**config.mk**
```make
export PLATFORM = sky130hd
export DESIGN_NAME = segment_allocator_first_best_fit_core
export DESIGN_NICKNAME = d
export VERILOG_FILES = /design/src/sfa_pkg.sv /design/src/sfa_cmp_unit.sv /design/src/segment_allocator_first_best_fit_core.sv
export SDC_FILE = /design/constraint.sdc
export NUM_CORES = 2
export LEC_CHECK = 0
export BUFFER_PORTS_ARGS = -buffer_cell sky130_fd_sc_hd__buf_2
export CAP_MARGIN = 40
export CELL_PAD_IN_SITES_DETAIL_PLACEMENT = 1
export CELL_PAD_IN_SITES_GLOBAL_PLACEMENT = 1
export CORE_MARGIN = 5
export CORE_UTILIZATION = 47
export DETAILED_ROUTE_END_ITERATION = 16
export PLACE_DENSITY_LB_ADDON = 0.1
export SLEW_MARGIN = 20
export SYNTH_ARGS = -nofsm -noshare
export SYNTH_HDL_FRONTEND = slang
export SYNTH_SLANG_ARGS = --single-unit
```
**constraint.sdc**
```tcl
create_clock -name clk -period 12.9 [get_ports clk]
set_input_delay 0 -clock clk [delete_from_list [all_inputs] [get_ports clk]]
set_output_delay 0 -clock clk [all_outputs]
set_load 0.02 [all_outputs]
```
**src/sfa_pkg.sv**
```systemverilog
package sfa_pkg;

  typedef enum logic [1:0] {
    ST_OK      = 2'd0,
    ST_NOFIT   = 2'd1,
    ST_INVALID = 2'd2,
    ST_FULL    = 2'd3
  } status_t;

  localparam logic CMD_ALLOC   = 1'b0;
  localparam logic CMD_RELEASE = 1'b1;

  localparam logic REG_FIT_MODE = 1'b0;
  localparam logic REG_POOL_LEN = 1'b1;

  typedef struct packed {
    logic fits;
    logic shorter;
    logic overlap;
    logic below;
  } cmp_t;

endpackage

```
**src/sfa_cmp_unit.sv**
```systemverilog
module sfa_cmp_unit #(
  parameter int ADDR_WIDTH = 15
) (
  input  logic [ADDR_WIDTH-1:0] ent_start,
  input  logic [ADDR_WIDTH-1:0] ent_len,
  input  logic [ADDR_WIDTH-1:0] req_len,
  input  logic [ADDR_WIDTH-1:0] req_base,
  input  logic [ADDR_WIDTH:0]   req_end,
  input  logic [ADDR_WIDTH-1:0] pick_len,
  output logic [ADDR_WIDTH:0]   ent_end,
  output sfa_pkg::cmp_t         flags
);
  import sfa_pkg::*;

  assign ent_end       = {1'b0, ent_start} + {1'b0, ent_len};
  assign flags.fits    = ent_len >= req_len;
  assign flags.shorter = ent_len < pick_len;
  assign flags.overlap = ({1'b0, req_base} < ent_end) && ({1'b0, ent_start} < req_end);
  assign flags.below   = ent_start < req_base;

endmodule

```
**src/segment_allocator_first_best_fit_core.sv**
```systemverilog
// A transaction is accepted in S_IDLE, then scans one free-table entry a cycle (at most count,
// fewer when first fit stops early), then passes through the update and result-load states.
// Transactions are handled one at a time on the single shared compare unit. Zero-length
// requests and out-of-pool releases skip the scan and update; a held result stalls the
// result load, and a new transaction is accepted only after the result is loaded.
// Reset (rst_n low, synchronous) gives first fit, one free segment of 32767 units, no result.
module segment_allocator_first_best_fit_core #(
  parameter int MAX_SEGMENTS = 16,
  parameter int ADDR_WIDTH   = 15
) (
  input  logic                                   clk,
  input  logic                                   rst_n,
  input  logic                                   in_tvalid,
  output logic                                   in_tready,
  // cmd, base_address, length
  input  logic [((2*ADDR_WIDTH+1+7)/8)*8-1:0]    in_tdata,
  output logic                                   out_tvalid,
  input  logic                                   out_tready,
  // status, granted_address
  output logic [((ADDR_WIDTH+2+7)/8)*8-1:0]      out_tdata,
  input  logic                                   cfg_psel,
  input  logic                                   cfg_penable,
  input  logic                                   cfg_pwrite,
  input  logic [2:0]                             cfg_paddr,
  input  logic [31:0]                            cfg_pwdata,
  output logic [31:0]                            cfg_prdata,
  output logic                                   cfg_pready
);
  import sfa_pkg::*;

  localparam int AW  = ADDR_WIDTH;
  localparam int IW  = (MAX_SEGMENTS > 1) ? $clog2(MAX_SEGMENTS) : 1;
  localparam int CW  = $clog2(MAX_SEGMENTS + 1);
  localparam int OTW = ((AW + 2 + 7) / 8) * 8;

  typedef enum logic [1:0] {S_IDLE, S_SCAN, S_APPLY, S_RESP} state_t;

  state_t           state_r;
  logic             fit_mode_r;
  logic [AW-1:0]    pool_r;
  logic [AW-1:0]    seg_start_r [MAX_SEGMENTS];
  logic [AW-1:0]    seg_len_r   [MAX_SEGMENTS];
  logic [CW-1:0]    count_r;
  logic [CW-1:0]    idx_r;
  logic             cmd_r;
  logic [AW-1:0]    base_r;
  logic [AW-1:0]    len_r;
  logic [AW:0]      end_r;
  logic             found_r;
  logic [CW-1:0]    pick_r;
  logic [AW-1:0]    pick_start_r;
  logic [AW-1:0]    pick_len_r;
  logic             bad_r;
  logic [AW:0]      prev_end_r;
  logic [AW-1:0]    prev_len_r;
  logic [AW-1:0]    next_start_r;
  logic [AW-1:0]    next_len_r;
  logic             out_valid_r;
  status_t          out_status_r;
  logic [AW-1:0]    out_grant_r;
  status_t          res_status_r;
  logic [AW-1:0]    res_grant_r;

  logic [AW-1:0]    ent_start;
  logic [AW-1:0]    ent_len;
  logic [AW:0]      ent_end;
  cmp_t             flags;
  logic             last_ent;
  logic             cfg_wr;
  logic [AW:0]      in_end;
  logic             has_prev;
  logic             has_next;

  assign ent_start = seg_start_r[idx_r[IW-1:0]];
  assign ent_len   = seg_len_r[idx_r[IW-1:0]];
  assign last_ent  = (idx_r + 1'b1) >= count_r;
  assign in_end    = {1'b0, in_tdata[AW:1]} + {1'b0, in_tdata[2*AW:AW+1]};
  assign has_prev  = (pick_r != '0) && (prev_end_r == {1'b0, base_r});
  assign has_next  = (pick_r < count_r) && ({1'b0, next_start_r} == end_r);

  sfa_cmp_unit #(.ADDR_WIDTH(AW)) u_cmp (
    .ent_start (ent_start),
    .ent_len   (ent_len),
    .req_len   (len_r),
    .req_base  (base_r),
    .req_end   (end_r),
    .pick_len  (pick_len_r),
    .ent_end   (ent_end),
    .flags     (flags)
  );

  assign cfg_wr     = cfg_psel && cfg_penable && cfg_pwrite && cfg_pready;
  assign cfg_pready = 1'b1;
  assign cfg_prdata = (cfg_paddr[2] == REG_POOL_LEN) ? 32'(pool_r) : 32'(fit_mode_r);

  assign in_tready  = (state_r == S_IDLE);
  assign out_tvalid = out_valid_r;
  assign out_tdata  = OTW'({out_grant_r, out_status_r});

  always_ff @(posedge clk) begin
    if (!rst_n) begin
      state_r      <= S_IDLE;
      fit_mode_r   <= 1'b0;
      pool_r       <= AW'(32767);
      count_r      <= CW'(1);
      seg_start_r[0] <= '0;
      seg_len_r[0] <= AW'(32767);
      out_valid_r  <= 1'b0;
      idx_r        <= '0;
    end else begin
      if (out_valid_r && out_tready) begin
        out_valid_r <= 1'b0;
      end
      if (cfg_wr) begin
        if (cfg_paddr[2] == REG_FIT_MODE) begin
          fit_mode_r <= cfg_pwdata[0];
        end else begin
          pool_r         <= cfg_pwdata[AW-1:0];
          seg_start_r[0] <= '0;
          seg_len_r[0]   <= cfg_pwdata[AW-1:0];
          count_r        <= (cfg_pwdata[AW-1:0] != '0) ? CW'(1) : '0;
        end
      end
      unique case (state_r)
        S_IDLE: begin
          if (in_tvalid) begin
            cmd_r      <= in_tdata[0];
            base_r     <= in_tdata[AW:1];
            len_r      <= in_tdata[2*AW:AW+1];
            end_r      <= in_end;
            idx_r      <= '0;
            found_r    <= 1'b0;
            bad_r      <= 1'b0;
            pick_r     <= count_r;
            pick_len_r <= '0;
            prev_end_r <= '0;
            prev_len_r <= '0;
            if (in_tdata[2*AW:AW+1] == '0) begin
              res_status_r <= (in_tdata[0] == CMD_ALLOC) ? ST_NOFIT : ST_INVALID;
              res_grant_r  <= '0;
              state_r      <= S_RESP;
            end else if (in_tdata[0] == CMD_RELEASE && in_end > {1'b0, pool_r}) begin
              res_status_r <= ST_INVALID;
              res_grant_r  <= '0;
              state_r      <= S_RESP;
            end else if (count_r == '0) begin
              state_r <= S_APPLY;
            end else begin
              state_r <= S_SCAN;
            end
          end
        end
        S_SCAN: begin
          idx_r <= idx_r + 1'b1;
          if (cmd_r == CMD_ALLOC) begin
            if (flags.fits && (!found_r || flags.shorter)) begin
              found_r      <= 1'b1;
              pick_r       <= idx_r;
              pick_start_r <= ent_start;
              pick_len_r   <= ent_len;
            end
            if (last_ent || (flags.fits && !found_r && !fit_mode_r)) begin
              state_r <= S_APPLY;
            end
          end else begin
            if (flags.overlap) begin
              bad_r <= 1'b1;
            end
            if (flags.below) begin
              prev_end_r <= ent_end;
              prev_len_r <= ent_len;
            end else if (!found_r) begin
              found_r      <= 1'b1;
              pick_r       <= idx_r;
              next_start_r <= ent_start;
              next_len_r   <= ent_len;
            end
            if (last_ent) begin
              state_r <= S_APPLY;
            end
          end
        end
        S_APPLY: begin
          state_r      <= S_RESP;
          res_status_r <= ST_OK;
          res_grant_r  <= '0;
          if (cmd_r == CMD_ALLOC) begin
            if (!found_r) begin
              res_status_r <= ST_NOFIT;
            end else begin
              res_grant_r <= pick_start_r;
              if (pick_len_r == len_r) begin
                for (int j = 0; j < MAX_SEGMENTS - 1; j++) begin
                  if (CW'(j) >= pick_r && CW'(j + 1) < count_r) begin
                    seg_start_r[j] <= seg_start_r[j+1];
                    seg_len_r[j]   <= seg_len_r[j+1];
                  end
                end
                count_r <= count_r - 1'b1;
              end else begin
                seg_start_r[pick_r[IW-1:0]] <= pick_start_r + len_r;
                seg_len_r[pick_r[IW-1:0]]   <= pick_len_r - len_r;
              end
            end
          end else if (bad_r) begin
            res_status_r <= ST_INVALID;
          end else if (has_prev && has_next) begin
            seg_len_r[IW'(pick_r - 1'b1)] <= prev_len_r + len_r + next_len_r;
            for (int j = 0; j < MAX_SEGMENTS - 1; j++) begin
              if (CW'(j) >= pick_r && CW'(j + 1) < count_r) begin
                seg_start_r[j] <= seg_start_r[j+1];
                seg_len_r[j]   <= seg_len_r[j+1];
              end
            end
            count_r <= count_r - 1'b1;
          end else if (has_prev) begin
            seg_len_r[IW'(pick_r - 1'b1)] <= prev_len_r + len_r;
          end else if (has_next) begin
            seg_start_r[pick_r[IW-1:0]] <= base_r;
            seg_len_r[pick_r[IW-1:0]]   <= next_len_r + len_r;
          end else if (count_r >= CW'(MAX_SEGMENTS)) begin
            res_status_r <= ST_FULL;
          end else begin
            for (int j = 1; j < MAX_SEGMENTS; j++) begin
              if (CW'(j) > pick_r && CW'(j) <= count_r) begin
                seg_start_r[j] <= seg_start_r[j-1];
                seg_len_r[j]   <= seg_len_r[j-1];
              end
            end
            seg_start_r[pick_r[IW-1:0]] <= base_r;
            seg_len_r[pick_r[IW-1:0]]   <= len_r;
            count_r <= count_r + 1'b1;
          end
        end
        S_RESP: begin
          if (!out_valid_r || out_tready) begin
            out_valid_r  <= 1'b1;
            out_status_r <= res_status_r;
            out_grant_r  <= res_grant_r;
            state_r      <= S_IDLE;
          end
        end
        default: state_r <= S_IDLE;
      endcase
    end
  end

`ifndef SYNTHESIS
  a_count_bound: assert property (@(posedge clk) disable iff (!rst_n)
    count_r <= CW'(MAX_SEGMENTS))
    else $error("free table count exceeds capacity");

  a_scan_in_range: assert property (@(posedge clk) disable iff (!rst_n)
    state_r == S_SCAN |-> idx_r < count_r)
    else $error("scan index beyond table fill");

  a_grant_zero: assert property (@(posedge clk) disable iff (!rst_n)
    out_valid_r && out_status_r != ST_OK |-> out_grant_r == '0)
    else $error("granted address set on failed transaction");

  a_count_step: assert property (@(posedge clk) disable iff (!rst_n)
    state_r == S_APPLY && !cfg_wr |=>
      count_r == $past(count_r) || count_r == $past(count_r) + 1'b1 ||
      count_r == $past(count_r) - 1'b1)
    else $error("table count changed by more than one entry");
`endif

endmodule

```
==> run_results.csv <==
group,metric,value,unit
floorplan,die_h,318,um
power_and_ir_drop,power_frac_seq,36.2,%
clock_tree,cts_tree,"yes",
placed_design,portBuffers,87,
timing,fmax,0.149,GHz
clock_tree,cts_resized,0,
timing,finalSetupViolations,0,
floorplan,die_w,318,um
logic_synthesis,ys_seq_area_share,45.7,%
worst_setup_path,crit_slowest_cell,"dfxtp_4",
logic_synthesis,syn-cell-area,44700,um^2
clock_tree,htreeDepth,3,
final_layout,layout_common_cells,"edfxtp_1, nand2_1, nor2_1",
power_and_ir_drop,clock_power_share,32.4,%
final_layout,regArea,20500,um^2
timing,finalHoldViolations,0,
clock_tree,clock-sinks,692,
drt,drc,0,
floorplan,core.rowCount,113,
placed_design,dp_hpwl,110000,um
drt,route.final.wire_length,149000,um
global_routing,antenna_found_initial,3,
floorplan,start_util,47.2,%
final_layout,fillCellCount,10100,
floorplan,pin_count,133,
worst_setup_path,path_cells,"buf_12 -> mux4_2 -> mux4_2 -> ha_1 -> fa_1 -> a21o_1 -> a21oi_1 -> o21bai_1 -> a21oi_1 -> o21bai_1 -> a211o_1 -> a2111oi_0 -> nor3_1 -> nand2b_1 -> ha_1 -> a21o_1 -> o21ai_0 -> a22o_1",
drt,final_antenna_net_count,0,
worst_setup_path,slowest_delay,0.78,ns
logic_synthesis,synthDistinctLibCells,87,
timing,fin_crit_sh,52.0,%
final_layout,layout-drive-gt1-share,18.0,%
power_and_ir_drop,swShare,35.1,%
clock_tree,clockBufferDepth,3,
drt,firstDrtPassIters,5,
final_layout,multi_input_area,22700,um^2
status,outcome,"finished clean",
power_and_ir_drop,leakage,18.6,nW
logic_synthesis,ys_dominant_reg_cell,"edfxtp_1",
placed_design,dpl.cell_count,5316,
drt,vias,34700,
worst_hold_path,min-delay-path-class,"primary input to register",
floorplan,die-area,101000,um^2
power_and_ir_drop,switching_power,2.66,mW
worst_hold_path,min_path_cells,4,
power_and_ir_drop,comb_power_share,31.3,%
logic_synthesis,syn_avg_cell_area,10.8,um^2
logic_synthesis,synth_warnings,0,
final_layout,nets,4502,
clock_tree,clk-insertion-delay-late,0.67,ns
power_and_ir_drop,powerDensity,151,nW/um^2
floorplan,fp.coreArea,94700,um^2
drt,vias_per_cell,6.27,
worst_setup_path,ff2ff_setup_slack,6.19,ns
global_routing,grt_max_degree,63,
logic_synthesis,synth_area_leaders,"edfxtp_1, mux4_2, mux2_2",
logic_synthesis,synth_edf_count,659,
timing,clock_skew,0.0241,ns
worst_setup_path,cp.required,13.28,ns
power_and_ir_drop,max-vdd-ir-drop,97.8,uV
global_routing,globalRoute.totalOverflow,0,
worst_setup_path,reg2reg_depth,18,
clock_tree,path_clk_slew,0.06,ns
timing,setup_tns,0,ns
clock_tree,clk_root_buffer_cell,"clkbuf_16",
worst_hold_path,min_to,"idx_r[4]$_SDFFE_PN0P_",
worst_setup_path,cp_max_fo,62,
final_layout,area_delta_synth_final,12.2,%
logic_synthesis,postSynth.asyncResetShare,0,%
worst_setup_path,reg2reg_to,"bad_r$_DFFE_PP_",
global_routing,grt_pass1_wl,225000,um
worst_setup_path,cp-end-kind,"register",
logic_synthesis,synth_top_cell_by_area,"edfxtp_1",
worst_setup_path,crit_arrival,7.09,ns
worst_hold_path,holdCritStartpoint,"in_tvalid",
final_layout,diodes,0,
power_and_ir_drop,power.internal,4.91,mW
drt,first_iter_violations,3085,
clock_tree,postCtsSetupBuffers,0,
logic_synthesis,synthCells,4127,
worst_setup_path,crit_type,"register to register",
final_layout,fin_cells,5542,
placed_design,place.gp.congestion,0.946,
drt,wl_per_cell,26.8,um
global_routing,track_usage,28.5,%
timing,relSlewSlack,37.6,%
timing,rsz0062_at_grt,"false",
timing,maxSlewViolCount,0,
final_layout,final_common_cell,"edfxtp_1",
timing,fin_crit,6.71,ns
job,maxCapViolations,0,
clock_tree,cts_buffers,83,
worst_setup_path,cp-start-kind,"register",
clock_tree,cts_hold_buf,64,
logic_synthesis,ys_seq_elements,692,
global_routing,grt_pass1_vias,34900,
timing,worst_slew_pin_slew,0.936,ns
logic_synthesis,synth_top_area_share,44.2,%
-- stage by stage --
stage | util [%] | cell area (um^2) | power [mW] | hold WS (ns) | setup slack [ns]
floorplan | - | 44800 | 4.29 | 0.0989 | 5.52
global placement | 48.9 | 46300 | 5.02 | 0.200 | 6.14
detailed placement | 49.2 | 46600 | 5.08 | 0.200 | 6.13
CTS | 52.8 | 50100 | 7.56 | 0.00985 | 6.13
global route | 53.0 | 50200 | 7.91 | 0.0642 | 5.78
finish | 53.0 | 50200 | 7.57 | 0.0389 | 6.19
-- flip-flops by register name, indices dropped and copies added, names as in the netlist, 2 cells and up, named ones only --
signal,flops
base_r,15
prev_len_r,15
count_r,5
seg_start_r,240
len_r,15
out_grant_r,15
res_status_r,2
pool_r,15
seg_len_r,240
out_status_r,2
next_len_r,15
state_r,2
idx_r,5
pick_r,5
next_start_r,15
pick_len_r,15
prev_end_r,16
end_r,16
pick_start_r,15
res_grant_r,15
-- cell usage after synthesis (all sizes together) (105+ instances only) --
cell	count
a211oi	112
a21oi	348
buf	105
clkbuf	184
edfxtp	659
ha	210
inv	134
mux2	248
mux4	150
nand2	398
nor2	341
o21ai	303
-- power by group through the flow --
stage | Clock (mW) | Combinational (mW) | Sequential (mW)
floorplan | 0 | 1.58 | 2.71
global placement | 0 | 2.23 | 2.79
detailed placement | 0 | 2.29 | 2.79
CTS | 2.49 | 2.32 | 2.75
global route | 2.59 | 2.57 | 2.75
finish | 2.46 | 2.37 | 2.74
-- cells by family (layout without fill, tap and decap cells) --
kind of cell,Yosys count,in the layout,synth area share [%]
AND/OR/NAND/NOR,1121,1121,11.6
multiplexers,501,501,16.1
AO/OA/AOI/OAI,1072,1072,14.5
XOR/XNOR,97,97,1.90
buffers and inverters,425,552,4.05
other,2,25,0.0168
adder cells (fa/ha/maj),217,217,6.19
flip-flops,692,692,45.7
-- layout make-up --
cell class / instances / area share [%]
Sequential cell: 692 / 40.8
Inverter: 136 / 1.02
Multi-Input combinational cell: 3033 / 45.3
Tap cell: 1265 / 3.15
Timing Repair Buffer: 265 / 4.25
Clock buffer: 100 / 4.39
Clock inverter: 51 / 1.14
-- critical path: cells and delay by family, from the launching register on --
kind / cells / cell delay (ns)
AO/OA/AOI/OAI: 10 / 2.44
AND/OR/NAND/NOR: 2 / 0.30
adder cells (fa/ha/maj): 3 / 0.97
flip-flops: 1 / 0.78
multiplexers: 2 / 1.30
buffers and inverters: 1 / 0.53
-- worst max path at each step --
stage                         from                       to
after floorplan           register  next_len_r[0]$_DFFE_PP_
after global placement    register          bad_r$_DFFE_PP_
after detailed placement  register          bad_r$_DFFE_PP_
after CTS                 register          bad_r$_DFFE_PP_
after global routing      register          bad_r$_DFFE_PP_
final                     register          bad_r$_DFFE_PP_
-- per-layer routing --
layer  wire length (um)  part of all wire, %  up-vias  GRT usage [%]
li1                   -                    -    15700              -
met1              68300                   46    17800           41.6
met2              66800                   45     1105           44.6
met3               9030                  6.1      172           4.15
met4               4610                  3.1        2           8.54
met5                 13               0.0087        -              0
Power figures use the tool's default switching activity.
